File: config.mk
export PLATFORM = sky130hd
export DESIGN_NAME = dense_graph_shortest_paths
export DESIGN_NICKNAME = d
export VERILOG_FILES = /design/src/rtl/dgsp_pkg.sv /design/src/rtl/dgsp_alu.sv /design/src/rtl/dgsp_wmem.sv /design/src/rtl/dense_graph_shortest_paths.sv
export SDC_FILE = /design/constraint.sdc
export NUM_CORES = 2
export LEC_CHECK = 0
export ABC_AREA = 0
export ABC_CLOCK_PERIOD_IN_PS = 13100
export BUFFER_PORTS_ARGS = -buffer_cell sky130_fd_sc_hd__buf_2
export CAP_MARGIN = 20
export CORE_ASPECT_RATIO = 0.9
export CORE_UTILIZATION = 45
export CTS_CLUSTER_DIAMETER = 40
export DETAILED_ROUTE_END_ITERATION = 6
export PLACE_DENSITY = 0.69
export SYNTH_ARGS = -nofsm -noshare
export SYNTH_HDL_FRONTEND = slang
export SYNTH_SLANG_ARGS = --single-unit
File: constraint.sdc
create_clock -name clk -period 13.1 [get_ports clk]
set_input_delay 0 -clock clk [delete_from_list [all_inputs] [get_ports clk]]
set_output_delay 0 -clock clk [all_outputs]
set_load 0.05 [all_outputs]
File: src/rtl/dgsp_pkg.sv
// ----------------------------------------------------------------------------
// dgsp_pkg
// Types and constants shared by the shortest path block and its parts.
// ----------------------------------------------------------------------------
`timescale 1ns / 1ps

package dgsp_pkg;

    localparam int COST_W      = 20;
    localparam int WEIGHT_W    = 14;
    localparam int VC_W        = 5;
    localparam int VTX_W       = 4;
    localparam int CFG_INDEX_W = 1;
    localparam int CFG_DATA_W  = 14;
    localparam int OUT_LIMIT   = 16;

    localparam logic [CFG_INDEX_W-1:0] REG_VERTEX_COUNT  = 1'b0;
    localparam logic [CFG_INDEX_W-1:0] REG_INFINITY_COST = 1'b1;

    localparam logic [VC_W-1:0]     VERTEX_COUNT_RESET = 5'd5;
    localparam logic [WEIGHT_W-1:0] INFINITY_RESET     = 14'd10000;

    localparam logic FUNC_WRITE = 1'b0;
    localparam logic FUNC_RUN   = 1'b1;

    typedef enum logic [2:0] {
        ST_IDLE,
        ST_INIT,
        ST_SCAN,
        ST_PICK,
        ST_RELAX,
        ST_OUT
    } state_t;

    typedef logic [COST_W-1:0] cost_t;

    typedef struct packed {
        cost_t a;
        cost_t b;
        cost_t c;
    } alu_req_t;

    typedef struct packed {
        cost_t sum;
        logic  less;
    } alu_rsp_t;

endpackage

File: src/rtl/dgsp_alu.sv
// ----------------------------------------------------------------------------
// dgsp_alu
// Shared add and compare unit: sum = a + b, less = (sum < c).
// ----------------------------------------------------------------------------
`timescale 1ns / 1ps

module dgsp_alu (
    input  dgsp_pkg::alu_req_t req,
    output dgsp_pkg::alu_rsp_t rsp
);
    import dgsp_pkg::*;

    cost_t sum;

    assign sum      = req.a + req.b;
    assign rsp.sum  = sum;
    assign rsp.less = (sum < req.c);

endmodule

File: src/rtl/dgsp_wmem.sv
// ----------------------------------------------------------------------------
// dgsp_wmem
// Weight matrix memory: one write port, one read port with registered data.
// ----------------------------------------------------------------------------
`timescale 1ns / 1ps

module dgsp_wmem #(
    parameter int ADDR_W = 8
) (
    input  logic                          clk,
    input  logic                          wr_en,
    input  logic [ADDR_W-1:0]             wr_addr,
    input  logic [dgsp_pkg::WEIGHT_W-1:0] wr_data,
    input  logic [ADDR_W-1:0]             rd_addr,
    output logic [dgsp_pkg::WEIGHT_W-1:0] rd_data
);
    import dgsp_pkg::*;

    localparam int DEPTH = 1 << ADDR_W;

    logic [WEIGHT_W-1:0] mem_reg [DEPTH];
    logic [WEIGHT_W-1:0] rd_data_reg;

    always_ff @(posedge clk)
    begin
        if (wr_en)
        begin
            mem_reg[wr_addr] <= wr_data;
        end
        rd_data_reg <= mem_reg[rd_addr];
    end

    assign rd_data = rd_data_reg;

endmodule

File: src/rtl/dense_graph_shortest_paths.sv
// ----------------------------------------------------------------------------
// dense_graph_shortest_paths
// A weight write leaves the block ready. A run over n vertices loads the
// distances, then for each picked vertex scans, picks and relaxes on one
// shared adder/comparator and one matrix read port, then makes n result transfers.
// Throughput: one run at a time; no item is taken until its last result is loaded.
// Reset loads vertex_count = 5, infinity_cost = 10000; the matrix is not cleared.
// ----------------------------------------------------------------------------
`timescale 1ns / 1ps

module dense_graph_shortest_paths #(
    parameter int MAX_VERTS = 16
) (
    input  logic                             clk,
    input  logic                             rst_n,
    input  logic                             cfg_write,
    input  logic [dgsp_pkg::CFG_INDEX_W-1:0] cfg_index,
    input  logic [dgsp_pkg::CFG_DATA_W-1:0]  cfg_data,
    input  logic                             in_valid,
    output logic                             in_ready,
    input  logic                             func,
    input  logic [3:0]                       row,
    input  logic [3:0]                       col,
    input  logic [dgsp_pkg::WEIGHT_W-1:0]    edge_weight,
    input  logic [3:0]                       start_vertex,
    output logic                             out_valid,
    input  logic                             out_ready,
    output logic [dgsp_pkg::VTX_W-1:0]       vertex,
    output logic [dgsp_pkg::COST_W-1:0]      path_cost,
    output logic                             last
);
    import dgsp_pkg::*;

    localparam int LIM    = (MAX_VERTS < OUT_LIMIT) ? MAX_VERTS : OUT_LIMIT;
    localparam int VW     = $clog2(LIM);
    localparam int NW     = $clog2(LIM + 1);
    localparam int MEM_AW = 2 * VW;
    localparam logic [VC_W-1:0] LIM_VC = VC_W'(LIM);

    state_t state_reg, state_next;

    logic [VC_W-1:0]     vc_reg;
    logic [WEIGHT_W-1:0] inf_reg;

    logic [NW-1:0] n_reg;
    logic [VW-1:0] start_reg;
    logic          run_ok_reg;
    logic [NW-1:0] cnt_reg;
    logic [NW-1:0] it_reg;
    logic [VW-1:0] pick_reg;
    cost_t         least_reg;
    logic          found_reg;
    logic          rd_vld_reg;
    logic [VW-1:0] rd_idx_reg;
    cost_t         best_reg [LIM];
    logic [LIM-1:0] visited_reg;

    logic             out_valid_reg;
    logic [VTX_W-1:0] out_vertex_reg;
    cost_t            out_cost_reg;
    logic             out_last_reg;

    logic          accept;
    logic          run_accept;
    logic [NW-1:0] n_calc;
    logic          start_ok;
    logic          mem_we;
    logic [WEIGHT_W-1:0] rd_data;
    logic [VW-1:0] cnt_idx;
    logic [VW-1:0] best_ra;
    cost_t         best_rd;
    logic          vis_rd;
    logic          issue;
    logic          cnt_at_n;
    logic          cnt_at_end;
    logic          more_picks;
    logic          out_load;
    cost_t         inf_cost;
    alu_req_t      alu_req;
    alu_rsp_t      alu_rsp;

    // ------------------------------------------------------------------
    // Configuration registers
    // ------------------------------------------------------------------
    always_ff @(posedge clk or negedge rst_n)
    begin
        if (!rst_n)
        begin
            vc_reg  <= VERTEX_COUNT_RESET;
            inf_reg <= INFINITY_RESET;
        end
        else if (cfg_write)
        begin
            unique case (cfg_index)
                REG_VERTEX_COUNT:  vc_reg  <= cfg_data[VC_W-1:0];
                REG_INFINITY_COST: inf_reg <= cfg_data;
                default: ;
            endcase
        end
    end

    // ------------------------------------------------------------------
    // Decode of the input item and shared read points
    // ------------------------------------------------------------------
    assign in_ready   = (state_reg == ST_IDLE);
    assign accept     = in_valid && in_ready;
    assign run_accept = accept && (func == FUNC_RUN);
    assign inf_cost   = COST_W'(inf_reg);

    always_comb
    begin
        if (vc_reg == '0)
        begin
            n_calc = NW'(1);
        end
        else if (vc_reg > LIM_VC)
        begin
            n_calc = NW'(LIM);
        end
        else
        begin
            n_calc = NW'(vc_reg);
        end
    end

    assign start_ok = (VC_W'(start_vertex) < VC_W'(n_calc));
    assign mem_we   = accept && (func == FUNC_WRITE) &&
                      (VC_W'(row) < LIM_VC) && (VC_W'(col) < LIM_VC);

    assign cnt_idx    = cnt_reg[VW-1:0];
    assign cnt_at_n   = (cnt_reg == n_reg);
    assign cnt_at_end = (cnt_reg == NW'(n_reg - 1'b1));
    assign more_picks = (NW'(it_reg + 1'b1) < n_reg);
    assign issue      = ((state_reg == ST_INIT) || (state_reg == ST_RELAX)) &&
                        (cnt_reg < n_reg);
    assign out_load   = (state_reg == ST_OUT) && (!out_valid_reg || out_ready);

    // During relaxation the distance is read at the index whose weight returns.
    assign best_ra = (state_reg == ST_RELAX) ? rd_idx_reg : cnt_idx;
    assign best_rd = best_reg[best_ra];
    assign vis_rd  = visited_reg[best_ra];

    dgsp_wmem #(
        .ADDR_W (MEM_AW)
    ) u_wmem (
        .clk     (clk),
        .wr_en   (mem_we),
        .wr_addr ({row[VW-1:0], col[VW-1:0]}),
        .wr_data (edge_weight),
        .rd_addr ({(state_reg == ST_INIT) ? start_reg : pick_reg, cnt_idx}),
        .rd_data (rd_data)
    );

    // Scan: is best[w] + 0 below the running minimum?
    // Relax: is least + weight below best[w]?
    always_comb
    begin
        if (state_reg == ST_RELAX)
        begin
            alu_req.a = least_reg;
            alu_req.b = COST_W'(rd_data);
            alu_req.c = best_rd;
        end
        else
        begin
            alu_req.a = best_rd;
            alu_req.b = '0;
            alu_req.c = least_reg;
        end
    end

    dgsp_alu u_alu (
        .req (alu_req),
        .rsp (alu_rsp)
    );

    // ------------------------------------------------------------------
    // Sequencer
    // ------------------------------------------------------------------
    always_ff @(posedge clk or negedge rst_n)
    begin
        if (!rst_n)
        begin
            state_reg <= ST_IDLE;
        end
        else
        begin
            state_reg <= state_next;
        end
    end

    always_comb
    begin
        state_next = state_reg;
        unique case (state_reg)
            ST_IDLE:
            begin
                if (run_accept)
                begin
                    state_next = ST_INIT;
                end
            end
            ST_INIT:
            begin
                if (cnt_at_n)
                begin
                    state_next = (!run_ok_reg || (n_reg == NW'(1))) ? ST_OUT : ST_SCAN;
                end
            end
            ST_SCAN:
            begin
                if (cnt_at_end)
                begin
                    state_next = ST_PICK;
                end
            end
            ST_PICK:
            begin
                state_next = found_reg ? ST_RELAX : ST_OUT;
            end
            ST_RELAX:
            begin
                if (cnt_at_n)
                begin
                    state_next = more_picks ? ST_SCAN : ST_OUT;
                end
            end
            ST_OUT:
            begin
                if (out_load && cnt_at_end)
                begin
                    state_next = ST_IDLE;
                end
            end
            default: state_next = ST_IDLE;
        endcase
    end

    // ------------------------------------------------------------------
    // Control state
    // ------------------------------------------------------------------
    always_ff @(posedge clk or negedge rst_n)
    begin
        if (!rst_n)
        begin
            cnt_reg       <= '0;
            it_reg        <= '0;
            found_reg     <= 1'b0;
            rd_vld_reg    <= 1'b0;
            run_ok_reg    <= 1'b0;
            visited_reg   <= '0;
            out_valid_reg <= 1'b0;
        end
        else
        begin
            rd_vld_reg <= issue;
            if (out_load)
            begin
                out_valid_reg <= 1'b1;
            end
            else if (out_ready)
            begin
                out_valid_reg <= 1'b0;
            end
            unique case (state_reg)
                ST_IDLE:
                begin
                    if (run_accept)
                    begin
                        cnt_reg     <= '0;
                        visited_reg <= '0;
                        run_ok_reg  <= start_ok;
                    end
                end
                ST_INIT:
                begin
                    if (cnt_at_n)
                    begin
                        cnt_reg   <= '0;
                        it_reg    <= '0;
                        found_reg <= 1'b0;
                        if (run_ok_reg)
                        begin
                            visited_reg[start_reg] <= 1'b1;
                        end
                    end
                    else
                    begin
                        cnt_reg <= cnt_reg + 1'b1;
                    end
                end
                ST_SCAN:
                begin
                    if (!vis_rd && alu_rsp.less)
                    begin
                        found_reg <= 1'b1;
                    end
                    cnt_reg <= cnt_at_end ? '0 : cnt_reg + 1'b1;
                end
                ST_PICK:
                begin
                    cnt_reg <= '0;
                    if (found_reg)
                    begin
                        visited_reg[pick_reg] <= 1'b1;
                        it_reg                <= it_reg + 1'b1;
                    end
                end
                ST_RELAX:
                begin
                    if (cnt_at_n)
                    begin
                        cnt_reg   <= '0;
                        found_reg <= 1'b0;
                    end
                    else
                    begin
                        cnt_reg <= cnt_reg + 1'b1;
                    end
                end
                ST_OUT:
                begin
                    if (out_load)
                    begin
                        cnt_reg <= cnt_at_end ? '0 : cnt_reg + 1'b1;
                    end
                end
                default: ;
            endcase
        end
    end

    // ------------------------------------------------------------------
    // Distances and result payload
    // ------------------------------------------------------------------
    always_ff @(posedge clk)
    begin
        rd_idx_reg <= cnt_idx;
        case (state_reg)
            ST_IDLE:
            begin
                if (run_accept)
                begin
                    n_reg     <= n_calc;
                    start_reg <= start_vertex[VW-1:0];
                end
            end
            ST_INIT:
            begin
                // The start vertex itself sits at distance zero.
                if (rd_vld_reg)
                begin
                    if (!run_ok_reg)
                    begin
                        best_reg[rd_idx_reg] <= inf_cost;
                    end
                    else if (rd_idx_reg == start_reg)
                    begin
                        best_reg[rd_idx_reg] <= '0;
                    end
                    else
                    begin
                        best_reg[rd_idx_reg] <= COST_W'(rd_data);
                    end
                end
                if (cnt_at_n)
                begin
                    least_reg <= inf_cost;
                end
            end
            ST_SCAN:
            begin
                if (!vis_rd && alu_rsp.less)
                begin
                    least_reg <= best_rd;
                    pick_reg  <= cnt_idx;
                end
            end
            ST_RELAX:
            begin
                if (rd_vld_reg && !vis_rd && alu_rsp.less)
                begin
                    best_reg[rd_idx_reg] <= alu_rsp.sum;
                end
                if (cnt_at_n)
                begin
                    least_reg <= inf_cost;
                end
            end
            ST_OUT:
            begin
                if (out_load)
                begin
                    out_vertex_reg <= VTX_W'(cnt_idx);
                    out_cost_reg   <= best_rd;
                    out_last_reg   <= cnt_at_end;
                end
            end
            default: ;
        endcase
    end

    assign out_valid = out_valid_reg;
    assign vertex    = out_vertex_reg;
    assign path_cost = out_cost_reg;
    assign last      = out_last_reg;

endmodule

==> flow_summary.toml <==
[run_status]
violations = "design-rule violations"
outcome = "finished with violations"

[sta]
worst_slew_pin_slew_ns = 1.23
fin_skew_ns = 0.0653
timing.max_slew.rel_slack_pct = 18.0
fmax_mhz = 96.3
min_period_ns = 10.39
finalMaxSlewViolations = 0
finalHoldViolations = 0
setup_viol = 0
finalSetupTns_ns = 0
finalCritPeriodShare_pct = 79.3
rsz0062_at_grt = "no"

[drt]
via_per_inst = 6.08
first_pass_iters = 7
final_antenna_net_count = 0
drc = 7
totalWireLength_um = 387000
drtIter0Drc = 9995
vias = 76100
wl_per_cell_um = 30.9

[global_route]
grt_pass1_wl_um = 557000
grt_max_degree = 150
antenna_found_initial = 29
grt.overflow.total = 0
grt_pass1_vias = 76184
track_usage_pct = 21.9

[yosys]
synthTopCellsByArea = "edfxtp_1, mux4_2, nor2_1"
synth_edf_count = 3962
ys_ff_latch = 4032
ys_async_sr_fraction_pct = 1.29
synth_cell_type_count = 82
syn_nets = 7028
avgSynthCellArea_um2 = 22.7
synthFlopType = "edfxtp_1"
synthesis.area_um2 = 157000
yosysWarnings = 0
netlist.top_cell.by_area = "edfxtp_1"
synth_top_area_share_pct = 75.6
syn_inst = 6931
yosysSeqAreaShare_pct = 76.7

[power]
vdd_drop_max_mv = 0.155
power_leakage_nw = 55.8
power.density_nw_per_um2 = 195

[clocking]
numCtsBuffers = 446
insertion_delay_ns = 0.93
cts_tree = "built"
cts_root_buffer = "clkbuf_16"
postCtsSetupBuffers = 0
clkTransAtPathRegs_ns = 0.06
htree_levels = 5
cts.path.max_buffers = 4
cts.sinks = 4032
cts_resized = 0

[hold_path]
min_path_cells = 2
timing.hold.worst.class = "input port to register"
worstHoldStart = "edge_weight[10]"
min_to = "u_wmem.mem_reg[234][10]$_DFFE_PP_"

[critical_path]
regToRegEndpoint = "best_reg[15][8]$_DFFE_PP_"
cp_max_fo = 61
cp.required_ns = 13.69
critPathKind = "register to register"
cp_common_cell = "nand2_1"
r2r-start = "state_reg[2]$_DFFE_PN0P_"
reg2reg_depth = 31
critPathSlowestCell = "dfrtp_1"
slowest_delay_ns = 0.78
endpoint_kind = "register"
reg2reg_slack_ns = 2.71
arrival_ns = 10.97
critPathLaunchType = "register"

[placement]
dpl-instance-area_um2 = 165000
io_buffers = 73
gp_congestion = 0.842
dpl.hpwl_um = 227000

[final_layout]
fin_area_um2 = 181000
final_cell_mix = "edfxtp_1, mux4_2, clkbuf_16"
syn2layout_area_growth_pct = 15.0
nets = 7577
largest_reg_flops = 3584
final_common_cell = "edfxtp_1"
drive_gt1_share_pct = 31.9

[die]
start_util_pct = 45.3
pin_count = 74
row_count = 205
die_y_um = 563
die_w_um = 625
die_area_um2 = 352000
core_area_um2 = 347000

[run]
maxCapViolations = 0
## kinds of logic (layout without fill, tap and decap cells)
logic type | after synthesis | in the layout | synth area share (%)
buffers and inverters | 413 | 1335 | 1.07
AND/OR/NAND/NOR | 841 | 841 | 2.34
AO/OA/AOI/OAI | 244 | 244 | 1.07
other | 0 | 8 | 0
multiplexers | 1323 | 1323 | 18.3
adder cells (fa/ha/maj) | 50 | 50 | 0.402
XOR/XNOR | 28 | 28 | 0.156
flip-flops | 4032 | 4032 | 76.7
## per-stage QoR
stage	power [mW]	hold WS [ns]	setup slack (ns)	util, %	instances
3_5_place_dp	22.9	0.178	2.88	47.5	11590
3_3_place_gp	22.8	0.157	3.02	47.5	11586
2_1_floorplan	20.0	-0.296	5.14	-	6931
5_1_grt	36.3	0.0841	2.07	52.1	12516
4_1_cts	35.4	0.0406	2.76	52.0	12486
6_report	35.3	0.0977	2.71	52.1	12518
## routing by layer
layer  vias to the layer above  global-route usage [%]  routed length, um
met3                       581                    4.05              38300
li1                      30503                       -                  -
met2                      4214                    33.6             181000
met4                        10                    6.02              10100
met5                         -                       0                 61
met1                     40792                    32.3             157000
## repair_timing
item                                     CTS  global route
hold buffers                              75             0
endpoints found under the setup margin     0             0
endpoints found under the hold margin   1412             0
## worst max-delay path by stage
stage	cells past startpoint	slack, ns	from	endpoint
floorplan	32	5.14	state_reg[1]$_DFFE_PN0P_	best_reg[14][0]$_DFFE_PP_
global placement	30	3.02	state_reg[2]$_DFFE_PN0P_	best_reg[11][7]$_DFFE_PP_
detailed placement	30	2.88	state_reg[2]$_DFFE_PN0P_	best_reg[11][7]$_DFFE_PP_
CTS	30	2.76	state_reg[2]$_DFFE_PN0P_	best_reg[11][7]$_DFFE_PP_
global route	32	2.07	state_reg[2]$_DFFE_PN0P_	best_reg[15][8]$_DFFE_PP_
finish	31	2.71	state_reg[2]$_DFFE_PN0P_	best_reg[15][8]$_DFFE_PP_
## cell usage after synthesis (4+ instances only)
| master | count |
|---|---|
| buf_2 | 56 |
| and3_1 | 19 |
| nor3_1 | 17 |
| edfxtp_1 | 3962 |
| buf_1 | 84 |
| a22oi_1 | 15 |
| a211oi_1 | 29 |
| nor2_1 | 345 |
| mux2_2 | 22 |
| clkbuf_1 | 225 |
| a31oi_1 | 30 |
| and2_1 | 36 |
| nand4_1 | 16 |
| o21ai_0 | 31 |
| o21a_1 | 8 |
| or3_1 | 7 |
| o211ai_1 | 10 |
| dfrtp_1 | 45 |
| nand2_1 | 270 |
| ha_1 | 49 |
| xor2_1 | 4 |
| buf_6 | 7 |
| inv_1 | 36 |
| mux2i_1 | 60 |
| dfstp_2 | 7 |
| a21o_1 | 14 |
| nor2b_1 | 29 |
| a21oi_1 | 66 |
| mux4_2 | 1238 |
| dfxtp_1 | 18 |
| nand2b_1 | 16 |
| xnor2_1 | 24 |
| nand3_1 | 66 |
## final cells by class
type,instances,area [um2]
fill,26221,166000
sequential,4032,121000
multi-input combinational,2486,35400
clock buffer,522,11700
tap,4657,5830
timing repair buffer,476,3930
clock inverter,299,3230
inverter,38,143
antenna,8,20.0
## power breakdown
| group | switching, mW | internal, mW |
|---|---|---|
| sequential | 0.224 | 14.4 |
| combinational | 4.53 | 3.50 |
| clock | 5.16 | 7.46 |
| total | 9.92 | 25.4 |
## critical path, delay by kind of cell (launching register included)
family          cells  cell delay (ns)
compound gates     11             3.03
xor+xnor            1             0.14
fa+ha+maj           2             0.48
buf+inv             3             1.69
flops               1             0.78
mux                 2             1.04
simple gates       12             2.84
Power figures use the tool's default switching activity.
